--- config.mk ---
export PLATFORM = sky130hd
export DESIGN_NAME = wrls_front
export DESIGN_NICKNAME = d
export VERILOG_FILES = /design/src/hdl/wrls_pkg.sv /design/src/hdl/wrls_front.sv
export SDC_FILE = /design/constraint.sdc
export NUM_CORES = 1
export LEC_CHECK = 0
export BUFFER_PORTS_ARGS = -buffer_cell sky130_fd_sc_hd__buf_4
export CORE_MARGIN = 5
export CORE_UTILIZATION = 40
export DETAILED_ROUTE_END_ITERATION = 16
export HOLD_SLACK_MARGIN = 0.15
export PLACE_DENSITY_LB_ADDON = 0.3
export SYNTH_ARGS = -nofsm -noshare
export SYNTH_HDL_FRONTEND = slang
export SYNTH_SLANG_ARGS = --single-unit
--- constraint.sdc ---
create_clock -name clk -period 3.9 [get_ports clk]
set_input_delay 0.585 -clock clk [delete_from_list [all_inputs] [get_ports clk]]
set_output_delay 0.585 -clock clk [all_outputs]
set_load 0.05 [all_outputs]
--- src/hdl/wrls_pkg.sv ---
// Shared types and constants of the word RAM load/store unit.
// Depends on nothing; the front, back and top-level files refer to it by scoped names.
`timescale 1ns / 1ps
`default_nettype none

package wrls_pkg;

	// Fixed field widths of one access
	localparam int unsigned ADDR_W = 12;
	localparam int unsigned DATA_W = 32;
	localparam int unsigned IDX_W = ADDR_W - 2;

	// Word index reduction: multiply by a scaled reciprocal, then one correction
	localparam int unsigned RECIP_SHIFT = 20;
	localparam int unsigned RECIP_W = RECIP_SHIFT + 1;

	// Depth of the queue between the front and the back
	localparam int unsigned QUEUE_DEPTH = 4;

	// Access kinds
	localparam logic OP_LOAD = 1'b0;
	localparam logic OP_STORE = 1'b1;

	// Width codes (funct3)
	localparam logic [2:0] WC_BYTE = 3'd0;
	localparam logic [2:0] WC_HALF = 3'd1;
	localparam logic [2:0] WC_WORD = 3'd2;
	localparam logic [2:0] WC_BYTE_U = 3'd4;
	localparam logic [2:0] WC_HALF_U = 3'd5;

	// Access size as held in the low two bits of a legal width code
	localparam logic [1:0] SZ_HALF = 2'b01;
	localparam logic [1:0] SZ_WORD = 2'b10;

	// Lane masks
	localparam logic [DATA_W-1:0] MASK_BYTE = 32'h0000_00FF;
	localparam logic [DATA_W-1:0] MASK_HALF = 32'h0000_FFFF;

	typedef enum logic [1:0] {
		FAULT_NONE = 2'd0,
		FAULT_LOAD_MISALIGN = 2'd1,
		FAULT_STORE_MISALIGN = 2'd2,
		FAULT_ILLEGAL = 2'd3
	} fault_t;

	// One classified access as it travels from the front to the back
	typedef struct packed {
		logic op;
		logic [2:0] width_code;
		logic [1:0] offset;
		fault_t fault;
		logic [DATA_W-1:0] write_data;
	} cmd_t;

endpackage

`default_nettype wire

--- src/hdl/wrls_front.sv ---
// Front of the load/store unit: accepts items, checks width code and alignment,
// and reduces the word index modulo the RAM depth. Depends on wrls_pkg.
`timescale 1ns / 1ps
`default_nettype none

module wrls_front #(
	parameter int unsigned WORD_COUNT = 1024,
	localparam int unsigned AW = (WORD_COUNT > 1) ? $clog2(WORD_COUNT) : 1
) (
	input wire logic clk,
	input wire logic arst_n,
	// Incoming items
	input wire logic in_valid,
	output logic in_ready,
	input wire logic op,
	input wire logic [2:0] width_code,
	input wire logic [wrls_pkg::ADDR_W-1:0] byte_addr,
	input wire logic [wrls_pkg::DATA_W-1:0] write_data,
	// Towards the queue
	output logic push,
	input wire logic queue_full,
	output wrls_pkg::cmd_t push_cmd,
	output logic [AW-1:0] push_idx
);

	localparam int unsigned IdxW = wrls_pkg::IDX_W;
	localparam int unsigned RecipW = wrls_pkg::RECIP_W;
	localparam int unsigned ProdW = IdxW + RecipW;
	localparam int unsigned QuotW = ProdW - wrls_pkg::RECIP_SHIFT;
	localparam logic [RecipW-1:0] RecipM =
		RecipW'((33'd1 << wrls_pkg::RECIP_SHIFT) / WORD_COUNT);
	localparam logic [31:0] WordCnt = 32'(WORD_COUNT);

	logic legal;
	logic misaligned;
	wrls_pkg::cmd_t cmd_d;
	logic [IdxW-1:0] word_idx;
	logic [ProdW-1:0] prod_d;

	logic valid_s1;
	logic valid_s2;
	wrls_pkg::cmd_t cmd_s1;
	wrls_pkg::cmd_t cmd_s2;
	logic [IdxW-1:0] idx_s1;
	logic [ProdW-1:0] prod_s1;
	logic [AW-1:0] idx_s2;

	logic [QuotW-1:0] quot;
	logic [31:0] quot_x_cnt;
	logic [31:0] rem_raw;
	logic [31:0] rem_fix;

	logic adv_s1;
	logic s2_free;

	// Classify the access: legality first, then alignment
	always_comb begin
		legal = 1'b0;
		if (width_code inside {wrls_pkg::WC_BYTE, wrls_pkg::WC_HALF, wrls_pkg::WC_WORD}) begin
			legal = 1'b1;
		end else if (width_code inside {wrls_pkg::WC_BYTE_U, wrls_pkg::WC_HALF_U}) begin
			legal = (op == wrls_pkg::OP_LOAD);
		end
		misaligned = ((width_code[1:0] == wrls_pkg::SZ_HALF) && byte_addr[0])
			|| ((width_code[1:0] == wrls_pkg::SZ_WORD) && (byte_addr[1:0] != 2'b00));
		cmd_d.op = op;
		cmd_d.width_code = width_code;
		cmd_d.offset = byte_addr[1:0];
		cmd_d.write_data = write_data;
		if (!legal) begin
			cmd_d.fault = wrls_pkg::FAULT_ILLEGAL;
		end else if (misaligned) begin
			cmd_d.fault = (op == wrls_pkg::OP_STORE) ? wrls_pkg::FAULT_STORE_MISALIGN
				: wrls_pkg::FAULT_LOAD_MISALIGN;
		end else begin
			cmd_d.fault = wrls_pkg::FAULT_NONE;
		end
	end

	// Estimated quotient of the word index by the depth, by reciprocal
	assign word_idx = byte_addr[wrls_pkg::ADDR_W-1:2];
	assign prod_d = ProdW'(word_idx) * ProdW'(RecipM);

	// Remainder with one correction step; the estimate is low by at most one
	always_comb begin
		quot = prod_s1[ProdW-1:wrls_pkg::RECIP_SHIFT];
		quot_x_cnt = 32'(quot) * WordCnt;
		rem_raw = 32'(idx_s1) - quot_x_cnt;
		rem_fix = (rem_raw >= WordCnt) ? (rem_raw - WordCnt) : rem_raw;
	end

	// Handshake of the two front stages
	assign push = valid_s2 && !queue_full;
	assign s2_free = !valid_s2 || push;
	assign adv_s1 = valid_s1 && s2_free;
	assign in_ready = !valid_s1 || s2_free;

	always_ff @(posedge clk or negedge arst_n) begin
		if (!arst_n) begin
			valid_s1 <= 1'b0;
			valid_s2 <= 1'b0;
		end else begin
			if (in_ready) begin
				valid_s1 <= in_valid;
			end
			if (s2_free) begin
				valid_s2 <= valid_s1;
			end
		end
	end

	// Payload of the two front stages
	always_ff @(posedge clk) begin
		if (in_valid && in_ready) begin
			cmd_s1 <= cmd_d;
			idx_s1 <= word_idx;
			prod_s1 <= prod_d;
		end
		if (adv_s1) begin
			cmd_s2 <= cmd_s1;
			idx_s2 <= AW'(rem_fix);
		end
	end

	assign push_cmd = cmd_s2;
	assign push_idx = idx_s2;

	// The reduced index always lies inside the RAM.
	a_idx_in_range: assert property (@(posedge clk) disable iff (!arst_n)
		valid_s2 |-> (32'(idx_s2) < WordCnt))
		else $error("word index outside the RAM");

	// A load misalignment is only ever reported for a load.
	a_load_fault_kind: assert property (@(posedge clk) disable iff (!arst_n)
		(valid_s2 && (cmd_s2.fault == wrls_pkg::FAULT_LOAD_MISALIGN))
		|-> (cmd_s2.op == wrls_pkg::OP_LOAD))
		else $error("load misalignment on a store");

endmodule

`default_nettype wire

==> impl_metrics.yaml <==
timing:
  tightestPinTransition_ps: 1107
  fmaxAchievable_mhz: 532.9
  max_slew_margin: 0.2618
  finalSetupTns_ps: 0
  slew_viol_final: 0
  hold_violations: 0
  fin_skew_ps: 6.345
  holdWs_ps: 411.3
  post-route-period-util: 0.4811
  final-setup-viol-count: 0
  min_period_ps: 1876
  rsz0062_at_grt: "false"
power_and_ir_drop:
  ir_drop_uv: 260.4
  power_mw: 2.238
  p_leak_nw: 1.630
  p_per_area_nw_per_um2: 522.1
synthesis:
  synth-edff-count: 100
  synth_top_cell_area_share: 0.9509
  synthDistinctLibCells: 16
  synthTopCellsByArea: "edfxtp_1, dfrtp_1, a21oi_1"
  synthCells: 118
  seq_area_frac_synth: 0.9667
  synth_common_cells: "edfxtp_1, a21oi_1, dfrtp_1"
  synth_area_um2: 3158
  synth_nets: 170
  syn_avg_cell_area_um2: 26.76
  yosysMostFrequentCell: "edfxtp_1"
  ys_seq_elements: 102
  async_flop_share: 0.01961
  yosysTopAreaCell: "edfxtp_1"
  synth_warnings: 0
  yosys_most_used_dff: "edfxtp_1"
drt:
  wirelength_um: 4863
  firstDrtPassIters: 6
  routedWlPerCell_um: 14.26
  ant_nets: 0
  routed_via_density: 4.270
  drc: 0
  drtIter0Drc: 32
  num_vias: 1456
floorplanning:
  num_io_pins: 104
  die_width_um: 98.86
  fp.coreArea_um2: 7727
  die_area_um2: 9772
  die_h_um: 98.86
  start_util: 0.4087
  fp-row-count: 32
layout:
  final_area_um2: 4285
  layoutNonFillerInstCount: 341
  diodes: 0
  area_growth_pct: 35.70
  drive_gt1_frac: 0.5063
  nNetsFinal: 286
global_route:
  grt_pass1_wl_um: 7534
  gr-max-usage-layer: "met2"
  grt_max_degree: 51
  gr-usage-met2: 0.1467
  grt_usage: 0.1027
  use_met1: 0.1266
  grt-ovfl-total: 0
  grt_pass1_vias: 1479
  grtUsageMet3: 0.05803
  antenna_found_initial: 0
setup_path:
  critPathBufInv: 1
  path_cells: "a21boi_4 -> buf_4"
  cp_slowest_stage_delay_ps: 670
  crit_arrival_ps: 1890
  path_class: "register to register"
  start_kind: "register"
  required_ps: 3920
  crit_family: "compound AO/OA/AOI/OAI gates"
  setup.worst_path.end_class: "register"
  cp_max_fo: 26
  cpMaxStageDelayCell: "a21boi_4"
run:
  drv_cap: 0
clocking:
  clk_pin_slew_ps: 90
  cts.sinks: 102
  numCtsBuffers: 9
  clk_latency_ps: 340
  tritoncts: "built"
  h-tree-depth: 3
  root_buffer: "clkbuf_8"
  clk_path_buf_depth: 2
  cts_resized: 0
  post_cts_buffers: 0
placement:
  dpl.hpwl_um: 3489
  port_buffers: 103
  gp_congestion: 0.7030
  dpl_cell_area_um2: 4079
  dp_cells: 324
worst_hold_path:
  hp-class: "input port to register"
status:
  status: "finished, final reports clean"
power breakdown:
group	internal [mW]	total (mW)	switching (mW)	leakage, nW
Combinational	0.0886	0.289	0.200	0.552
Clock	0.301	0.632	0.331	0.0973
Sequential	1.30	1.32	0.0195	0.981
path summary, 6_finish.rpt:
kind	startpoint	depth (start not counted)	slack, ps	to
worst max-delay path	valid_s2	2	2020	push_cmd[37]
worst min-delay path	byte_addr[11]	1	410	idx_s1[9]
worst max register to register	valid_s2	2	2020	push_cmd[37]
worst min register to register	cmd_s1[0]	0	420	push_cmd[0]
max in group asynchronous	arst_n	2	3260	valid_s1
min in group asynchronous	arst_n	2	560	valid_s2
cells by family (layout without fill, tap and decap cells):
| kind of cell | after synthesis | count (layout) | share of synthesized area |
|---|---|---|---|
| simple gates | 5 | 5 | 0.009908 |
| compound gates | 9 | 9 | 0.01862 |
| flops | 102 | 102 | 0.9667 |
| mux | 1 | 1 | 0.003566 |
| buf+inv | 1 | 122 | 0.001187 |
stage by stage:
step,setup WS (ps),util
after floorplan,441.6,-
after global placement,1732,0.5279
after detailed placement,1698,0.5279
after CTS,1970,0.5546
after global routing,1889,0.5546
final,2024,0.5546
sequential cells by signal, summed over array words and instances, names as in the netlist:
name,cells
push_idx,10
idx_s1,10
valid_s1,1
push_cmd,40
cmd_s1,40
valid_s2,1
routing by layer:
layer,vias to the layer above,part of all wire
met5,-,0
met4,0,0.0053
met3,2,0.13
met2,75,0.45
met1,673,0.41
li1,706,-
repair_timing:
item / 4_1_cts / 5_1_grt
setup endpoints to repair: 0 / 0
hold endpoints to repair: 2 / 0
hold buffers: 1 / 0
cell type report:
cell class	instances	area (um^2)
Multi-Input combinational cell	15	113.9
Inverter	1	3.754
Clock buffer	10	127.6
Sequential cell	102	3053
Clock inverter	6	68.82
Fill cell	601	3442
Tap cell	102	127.6
Timing Repair Buffer	105	790.8
cells in the final DEF, fill, tap and decap left out:
master and n:
a21boi_4 1, a21o_1 1, a21oi_1 3, and2_2 1, buf_4 104, bufinv_16 1
clkbuf_1 1, clkbuf_8 9, clkinv_2 1, clkinv_4 1, clkinvlp_4 1, dfrtp_1 2
dlygate4sd3_1 1, edfxtp_1 100, inv_1 1, inv_6 2, mux2_1 1, nand2b_1 1
nand3_1 1, nor2b_1 1, o21ai_1 1, o22a_1 1, o22ai_1 1, o32ai_1 1
or2b_1 1
(Power assumes the default switching activity.)
