$ cat src/hdl/wrls_fifo.sv
// Short first-in first-out queue between the front and the back.
// Depends on nothing; the payload is an opaque vector.
`timescale 1ns / 1ps
`default_nettype none

module wrls_fifo #(
	parameter int unsigned WIDTH = 8,
	parameter int unsigned DEPTH = 4
) (
	input wire logic clk,
	input wire logic arst_n,
	input wire logic push,
	input wire logic [WIDTH-1:0] push_data,
	output logic full,
	input wire logic pop,
	output logic valid,
	output logic [WIDTH-1:0] pop_data
);

	localparam int unsigned PtrW = (DEPTH > 1) ? $clog2(DEPTH) : 1;
	localparam int unsigned CntW = $clog2(DEPTH + 1);
	localparam logic [PtrW-1:0] LastPtr = PtrW'(DEPTH - 1);
	localparam logic [CntW-1:0] FullCnt = CntW'(DEPTH);

	logic [WIDTH-1:0] slot_q [0:DEPTH-1];
	logic [PtrW-1:0] wr_ptr_q;
	logic [PtrW-1:0] rd_ptr_q;
	logic [CntW-1:0] count_q;

	assign full = (count_q == FullCnt);
	assign valid = (count_q != '0);
	assign pop_data = slot_q[rd_ptr_q];

	// Pointers and fill count
	always_ff @(posedge clk or negedge arst_n) begin
		if (!arst_n) begin
			wr_ptr_q <= '0;
			rd_ptr_q <= '0;
			count_q <= '0;
		end else begin
			if (push) begin
				wr_ptr_q <= (wr_ptr_q == LastPtr) ? '0 : wr_ptr_q + 1'b1;
			end
			if (pop) begin
				rd_ptr_q <= (rd_ptr_q == LastPtr) ? '0 : rd_ptr_q + 1'b1;
			end
			if (push && !pop) begin
				count_q <= count_q + 1'b1;
			end else if (pop && !push) begin
				count_q <= count_q - 1'b1;
			end
		end
	end

	// Storage
	always_ff @(posedge clk) begin
		if (push) begin
			slot_q[wr_ptr_q] <= push_data;
		end
	end

endmodule

`default_nettype wire

$ cat config.mk
export PLATFORM = sky130hd
export DESIGN_NAME = wrls_fifo
export DESIGN_NICKNAME = d
export VERILOG_FILES = /design/src/hdl/wrls_fifo.sv
export SDC_FILE = /design/constraint.sdc
export NUM_CORES = 1
export LEC_CHECK = 0
export BUFFER_PORTS_ARGS = -buffer_cell sky130_fd_sc_hd__buf_2
export CORE_ASPECT_RATIO = 0.7
export CORE_MARGIN = 10
export CORE_UTILIZATION = 30
export DETAILED_ROUTE_END_ITERATION = 16
export HOLD_SLACK_MARGIN = 0.1
export SLEW_MARGIN = 10
export SYNTH_ARGS = -nofsm -noshare
export SYNTH_HDL_FRONTEND = slang
export SYNTH_SLANG_ARGS = --single-unit
$ cat constraint.sdc
create_clock -name clk -period 1.4 [get_ports clk]
set_input_delay 0.28 -clock clk [delete_from_list [all_inputs] [get_ports clk]]
set_output_delay 0.28 -clock clk [all_outputs]
set_load 0.02 [all_outputs]
==> results of run 1 <==
-- critical path, stage by stage (launching register included) --
cell and delay [ns]:
dfrtp_1 0.39, buf_6 0.15, mux4_2 0.53, buf_6 0.15
-- per-stage QoR --
stage | hold WS, ns | setup TNS, ns | setup slack (ns) | total power [mW]
floorplan | -0.0156 | 0 | 0.0122 | 2.52
global placement | 0.122 | -0.535 | -0.0838 | 2.98
detailed placement | 0.125 | -0.743 | -0.211 | 3.06
CTS | 0.196 | -3.13 | -0.399 | 4.09
global route | 0.199 | -3.65 | -0.433 | 4.35
finish | 0.208 | -3.13 | -0.387 | 4.11
-- cell families after synthesis --
family	share of synthesized area, %
AO/OA/AOI/OAI	1.20
flip-flops	72.4
XOR/XNOR	1.67
adder cells (fa/ha/maj)	6.06
buffers and inverters	1.99
AND/OR/NAND/NOR	3.75
multiplexers	12.9
-- sequential cells by signal (all words and copies together), names as in the netlist --
name / count
count_q: 3
rd_ptr_q: 2
slot_q: 32
wr_ptr_q: 2
-- where the power goes --
| part | leakage, nW | internal [mW] | switching, mW | total [mW] |
|---|---|---|---|---|
| clock network | 0.0392 | 0.338 | 0.364 | 0.702 |
| registers | 0.374 | 1.53 | 0.204 | 1.74 |
| logic | 0.385 | 0.929 | 0.740 | 1.67 |
-- worst paths after layout --
check | from | endpoint | slack (ns) | cells past startpoint
worst max-delay path | rd_ptr_q[0] | pop_data[7] | -0.39 | 3
worst min-delay path | push_data[0] | slot_q[0][0] | 0.21 | 1
worst max register to register | count_q[1] | count_q[2] | -0.05 | 5
worst min register to register | count_q[2] | count_q[2] | 0.60 | 2
max in group asynchronous | arst_n | count_q[1] | 0.87 | 2
min in group asynchronous | arst_n | wr_ptr_q[1] | 0.36 | 2
-- synthesized netlist by cell type, types with 2 or more instances --
library cell  count
and2_1            4
dfrtp_1           7
edfxtp_1         32
ha_1              6
inv_1             4
mux2_2            2
mux4_2            8
nand2_1           2
nor2_1            2
o21ai_0           2
xor2_1            2
-- routing by layer --
layer / up-vias / global-route usage [%] / part of all wire, %
li1: 391 / - / -
met1: 414 / 7.67 / 42
met2: 16 / 12.3 / 51
met3: 2 / 3.19 / 5.3
met4: 0 / 4.04 / 0.81
met5: - / 0 / 0
-- repair_timing --
item | in CTS | in global routing
resized for setup | 24 | 6
pin swaps | 3 | 2
hold endpoints to repair | 7 | 0
endpoints found under the setup margin | 12 | 11
hold buffers | 1 | 0
buffers inserted | 3 | 0
-- final cells by class --
cell class	count	area [µm²]
multi-input combinational	34	420
inverter	4	15.0
timing repair buffer	41	332
tap	69	86.3
sequential	39	1140
clock inverter	3	15.0
clock buffer	5	68.8
fill	442	2840
==> out/results.txt, run 1 <==
DRC marker count from the first detailed-route iteration -> 19
Tcrit/Tclk final -> 128%
Clk Latency, worst-skew pair -> 0.28 ns
final net count -> 144
clock sinks -> 39
largest net degree at the start of global routing -> 13
vias in the first global route -> 964
Cell Area, Synth -> 0.00157 mm²
DIE WIDTH -> 106 µm
worst endpoint required time -> 1.12 ns
FMAX -> 0.560 GHz
initial antenna violation count -> 0
DRT antenna net count -> 0
crit path DAT -> 1.51 ns
Yosys top cell area share -> 61.2%
violated checks -> setup timing
Detailed Route WL -> 3.07 mm
Hold Path Class -> input port to flip-flop
Worst setup SP type -> flip-flop
most common cell after layout, fill and taps aside -> edfxtp_1
Inserted Diodes -> 0
routed vias/inst -> 4.22
post-placement cell count -> 183
share of cells above drive strength 1 -> 50.0%
maxcap violations -> 0
DP HPWL -> 2.24 mm
# setup viols final -> 10
LEAKAGE -> 0.799 nW
Final Core Density -> 42.3%
Setup Skew -> 0.00477 ns
largest cells by area after synthesis -> edfxtp_1, mux4_2, dfrtp_1
# H-tree levels -> 2
crit end category -> output port
synth-to-layout area growth -> 32.4%
Power Dens Cells -> 1980 mW/mm²
Clock Pin Slew Worst Setup and Hold Paths -> 0.07 ns
core box area -> 0.00491 mm²
Max Fanout on Critical Path -> 4
Cell variety after synth -> 19
Pre-antenna DRT Iters -> 4
row count -> 21
drt wl/cell -> 15.8 µm
status -> finished with violations
Synth area leader -> edfxtp_1
CTS root buf -> clkbuf_8
Post-route DRC -> 0
die area -> 0.00857 mm²
Num CTS Buffers -> 5
gpl congestion -> 0.696
Worst Setup Path Type -> flip-flop to output port
register bit total from synthesis -> 39
total gr overflow -> 0
routed vias -> 823
FFs w/ async S/R, synth -> 17.9%
Post-synth EDFFs -> 32
synthesized area per cell -> 19.9 µm²
synthesized instance count -> 79
PortBufs -> 21
Ys Warns -> 0
gr usage total -> 7.32%
RSZ-0062 raised after global routing -> yes
Main synth FF type -> edfxtp_1
first-pass GRT wire length -> 4.71 mm
fin. max-slew vios -> 0
TritonCTS clock tree -> done
most frequent cells in the layout -> edfxtp_1, buf_4, buf_6, buf_2, mux4_2
Slew Limit Headroom -> 83.0%
# IOs -> 22
DP Area -> 0.00186 mm²
cell area after layout -> 0.00208 mm²
fin crit period -> 1.79 ns
post-synthesis net count -> 98
DIE HEIGHT -> 80.5 µm
maximum clock path buffer count -> 2
Worst VDD drop -> 0.000694 V
Final Non-Filler Cells -> 195
sequential share of the synthesized area -> 72.4%
Final Hold Viols -> 0
final setup margin -> -0.387 ns
Worst Max-Slew Pin Slew -> 0.255 ns
Initial Util -> 31.9%
Note: power is estimated with default switching activity, not from simulation.
==> run 2: changes to the inputs <==
CTS_BUF_LIST = sky130_fd_sc_hd__clkbuf_4   (was unset)
==> out/results.txt, run 2 (synthesis gave the netlist of run 1 again) <==
status -> finished with violations
violated checks -> setup timing
DRC marker count from the first detailed-route iteration -> 54
grt met2 use -> 12.3%
Clk Latency, worst-skew pair -> 0.34 ns
vias in the first global route -> 971
# setup viols final -> 11
PortBufs -> 21
TritonCTS clock tree -> done
Tcrit/Tclk final -> 132%
crit end category -> output port
Sw Pwr -> 1.28 mW
Initial Util -> 31.9%
largest registers -> slot_q: 32 flops, count_q: 3 flops
final setup margin -> -0.443 ns
FMAX -> 0.543 GHz
Worst Max-Slew Pin Slew -> 0.263 ns
clock power share -> 13.7%
# IOs -> 22
DRT antenna net count -> 0
Worst setup SP type -> flip-flop
Detailed Route WL -> 3.07 mm
Slew Limit Headroom -> 82.5%
CTS root buf -> clkbuf_4
Max Fanout on Critical Path -> 4
initial antenna violation count -> 0
Logic pwr share -> 42.6%
Cell Int Power -> 2.65 mW
GR Layer Usage met3 -> 3.03%
post-placement cell count -> 183
clock sinks -> 39
core box area -> 0.00491 mm²
Final Hold Viols -> 0
DIE HEIGHT -> 80.5 µm
gpl congestion -> 0.696
DIE WIDTH -> 106 µm
fin. max-slew vios -> 0
Top reg by flops -> slot_q
grt met1 use -> 8.19%
worst endpoint required time -> 1.12 ns
Num CTS Buffers -> 5
share of cells above drive strength 1 -> 49.6%
die area -> 0.00857 mm²
RSZ-0062 raised after global routing -> yes
Pre-antenna DRT Iters -> 4
routed vias/inst -> 4.23
Clock Pin Slew Worst Setup and Hold Paths -> 0.11 ns
Inserted Diodes -> 0
final net count -> 145
Power Dens Cells -> 1920 mW/mm²
LEAKAGE -> 0.788 nW
GRT Max-Usage Layer -> met2
# H-tree levels -> 2
drt wl/cell -> 15.7 µm
max reg flops -> 32
most common cell after layout, fill and taps aside -> edfxtp_1
Final Non-Filler Cells -> 196
Post-route DRC -> 0
Sequential Power Share -> 43.7%
Hold Path Class -> input port to flip-flop
row count -> 21
DP HPWL -> 2.24 mm
largest net degree at the start of global routing -> 13
maximum clock path buffer count -> 2
routed vias -> 830
maxcap violations -> 0
gr usage total -> 7.59%
Worst VDD drop -> 0.000722 V
crit path DAT -> 1.56 ns
fin crit period -> 1.84 ns
most frequent cells in the layout -> edfxtp_1, buf_4, buf_6, buf_2, mux4_2
Setup Skew -> 0.00487 ns
Switching Share -> 32.5%
Worst Setup Path Type -> flip-flop to output port
total gr overflow -> 0
synth-to-layout area growth -> 30.4%
first-pass GRT wire length -> 4.84 mm
Final Core Density -> 41.6%
run 2: path summary, 6_finish.rpt:
kind                                 to  cells after the start          from  slack [ns]
max                         pop_data[7]                      3   rd_ptr_q[0]       -0.44
min                        slot_q[0][0]                      1  push_data[0]        0.15
max reg2reg                  count_q[2]                      5    count_q[1]       -0.05
min reg2reg                  count_q[0]                      1    count_q[0]        0.55
max in group asynchronous   rd_ptr_q[1]                      2        arst_n        0.92
min in group asynchronous    count_q[0]                      2        arst_n        0.32
run 2: repair_timing:
action                                 in CTS  in global routing
endpoints found under the hold margin       7                  0
resized for setup                          27                  2
buffers inserted                            4                  1
setup endpoints to repair                  12                 11
pin swaps                                   4                  4
cloned                                      0                  0
hold buffers                                1                  0
run 2: final cells by class:
type                       count  area (µm²)
fill                         449        2870
sequential                    39        1140
clock buffer                   5        37.5
tap                           69        86.3
multi-input combinational     34         414
inverter                       4        15.0
clock inverter                 3        15.0
timing repair buffer          42         339
run 2: worst max-delay path: stages, from the launching register on:
cell and delay, ns:
dfrtp_1 0.40, buf_6 0.15, mux4_2 0.53, buf_6 0.15
run 2: metrics by stage:
step / setup slack (ns) / TNS [ns] / power, mW / cell area (µm²) / hold slack, ns
global route: -0.520 / -4.49 / 4.18 / 2050 / 0.123
finish: -0.443 / -3.74 / 3.93 / 2050 / 0.145
global placement: -0.0838 / -0.535 / 2.98 / 1860 / 0.122
CTS: -0.475 / -3.92 / 3.96 / 2040 / 0.129
detailed placement: -0.211 / -0.743 / 3.06 / 1860 / 0.125
floorplan: 0.0122 / 0 / 2.52 / 1570 / -0.0156
run 2: routing by layer:
metal	share of wire, %	wire length [µm]	up-vias
met2	48	1460	23
met3	5.8	179	8
met1	44	1340	405
met5	0	0	-
met4	3.0	93	0
li1	-	-	394
run 2: power by group through the flow:
stage,Combinational [mW],Clock [mW],Sequential (mW)
final,1.67,0.537,1.72
after global routing,1.82,0.615,1.74
after CTS,1.70,0.557,1.71
after detailed placement,1.33,0,1.72
after global placement,1.28,0,1.71
after floorplan,0.886,0,1.64
==> run 3: changes to the inputs <==
==> constraint.sdc (replaced) <==
create_clock -name clk -period 1.4 [get_ports clk]
set_input_delay 0 -clock clk [delete_from_list [all_inputs] [get_ports clk]]
set_output_delay 0 -clock clk [all_outputs]
set_load 0.02 [all_outputs]
==> out/results.txt, run 3 (synthesis gave the netlist of run 1 again) <==
status -> finished with violations
violated checks -> setup timing
TritonCTS clock tree -> done
crit path DAT -> 1.55 ns
Max Fanout on Critical Path -> 4
DRT antenna net count -> 0
Final Hold Viols -> 0
Initial Util -> 31.9%
CTS root buf -> clkbuf_4
Slew Limit Headroom -> 79.1%
Tcrit/Tclk final -> 111%
Power Dens Cells -> 1800 mW/mm²
DRT met1 WL -> 1.27 mm
clock sinks -> 39
Final Core Density -> 41.9%
gr usage total -> 7.31%
Top reg by flops -> slot_q
Pre-antenna DRT Iters -> 4
final net count -> 147
pre-CTS WS -> 0.0138 ns
CP max stage delay -> 0.50 ns
# H-tree levels -> 2
synth-to-layout area growth -> 31.1%
die area -> 0.00857 mm²
maxcap violations -> 0
Hold WS -> 0.138 ns
fin. max-slew vios -> 0
Setup Skew -> 0.00544 ns
most frequent cells in the layout -> edfxtp_1, buf_2, dlygate4sd3_1, mux4_2, buf_4
fin crit period -> 1.55 ns
Hold Path Class -> input port to flip-flop
largest registers -> slot_q: 32 flops, count_q: 3 flops
LEAKAGE -> 0.786 nW
# setup viols final -> 10
maximum clock path buffer count -> 2
DR WL met3 -> 143 µm
routed vias/inst -> 4.15
row count -> 21
Clock Pin Slew Worst Setup and Hold Paths -> 0.11 ns
Clk Latency, worst-skew pair -> 0.34 ns
FMAX -> 0.646 GHz
DIE WIDTH -> 106 µm
Power, Total -> 3.71 mW
Worst setup SP type -> flip-flop
initial antenna violation count -> 0
core box area -> 0.00491 mm²
Worst Setup Path Type -> flip-flop to output port
routed vias -> 822
share of cells above drive strength 1 -> 40.3%
total gr overflow -> 0
DRC marker count from the first detailed-route iteration -> 38
CP cell instances -> buf_4 > mux4_2 > buf_2
RSZ-0062 raised after global routing -> yes
max reg flops -> 32
DIE HEIGHT -> 80.5 µm
drt wl/cell -> 14.6 µm
first-pass GRT wire length -> 4.70 mm
most common cell after layout, fill and taps aside -> edfxtp_1
# IOs -> 22
vias in the first global route -> 926
Worst VDD drop -> 0.000743 V
PortBufs -> 21
Detailed Route WL -> 2.89 mm
cell area after layout -> 0.00206 mm²
CP max-delay cell -> mux4_2
fill count -> 461
final setup margin -> -0.149 ns
DR top layer -> met4
worst endpoint required time -> 1.40 ns
largest net degree at the start of global routing -> 13
DP HPWL -> 2.14 mm
gpl congestion -> 0.676
routed wl met2 -> 1.43 mm
DP Area -> 0.00184 mm²
Worst Max-Slew Pin Slew -> 0.313 ns
Num CTS Buffers -> 5
Post-route DRC -> 0
Inserted Diodes -> 0
crit end category -> output port
==> run 3: cell count changes in the layout (fill, tap and decap cells not counted), moves of 2 or more <==
cell,before,now
dfrtp_1,5,7
buf_6,13,5
buf_4,17,8
buf_2,11,17
buf_12,0,2
dfrtp_2,2,0
dlygate4sd3_1,1,12
==> run 3: through the flow <==
stage | cells | TNS [ns]
6_report | 198 | -1.22
5_1_grt | 198 | -2.07
4_1_cts | 198 | -1.46
3_5_place_dp | 176 | 0
3_3_place_gp | 176 | 0
2_1_floorplan | 79 | 0
==> run 3: path summary, 6_finish.rpt <==
kind                       slack (ns)         from  cells past startpoint          end
min                              0.14         push                      3   count_q[0]
max                             -0.15  rd_ptr_q[0]                      3  pop_data[2]
max in group asynchronous        0.57       arst_n                      3  rd_ptr_q[1]
min reg2reg                      0.50   count_q[2]                      1   count_q[2]
max reg2reg                      0.04   count_q[0]                      4   count_q[2]
min in group asynchronous        0.60       arst_n                      3   count_q[0]
==> run 3: what timing repair did <==
action,4_1_cts,5_1_grt
hold buffers,12,1
hold endpoints to repair,43,2
pin swaps,0,2
gates cloned,0,0
buffers inserted,2,0
gates resized for setup,9,2
endpoints found under the setup margin,9,10
==> run 3: layout make-up <==
type / instances / area (µm²) / area share, %
Tap cell: 69 / 86.3 / 4.20
Sequential cell: 39 / 1140 / 55.2
Multi-Input combinational cell: 34 / 404 / 19.6
Clock inverter: 2 / 8.76 / 0.426
Clock buffer: 6 / 45.0 / 2.19
Timing Repair Buffer: 44 / 362 / 17.6
Inverter: 4 / 15.0 / 0.730
==> run 3: power by group <==
| part | leakage [nW] | switching, mW | internal (mW) |
|---|---|---|---|
| clock | 0.0331 | 0.340 | 0.208 |
| sequential | 0.377 | 0.142 | 1.52 |
| combinational | 0.376 | 0.722 | 0.775 |
| total | 0.786 | 1.20 | 2.51 |
==> run 3: critical path: cells and delay by family, from the launching register on <==
kind                   cells  cell delay (ns)
buffers and inverters      2             0.33
flip-flops                 1             0.38
multiplexers               1             0.50
==> run 3: per-layer routing <==
| layer | up-vias | track usage (%) |
|---|---|---|
| li1 | 399 | - |
| met1 | 402 | 8.14 |
| met2 | 16 | 11.8 |
| met3 | 5 | 3.19 |
| met4 | 0 | 3.64 |
| met5 | - | 0 |
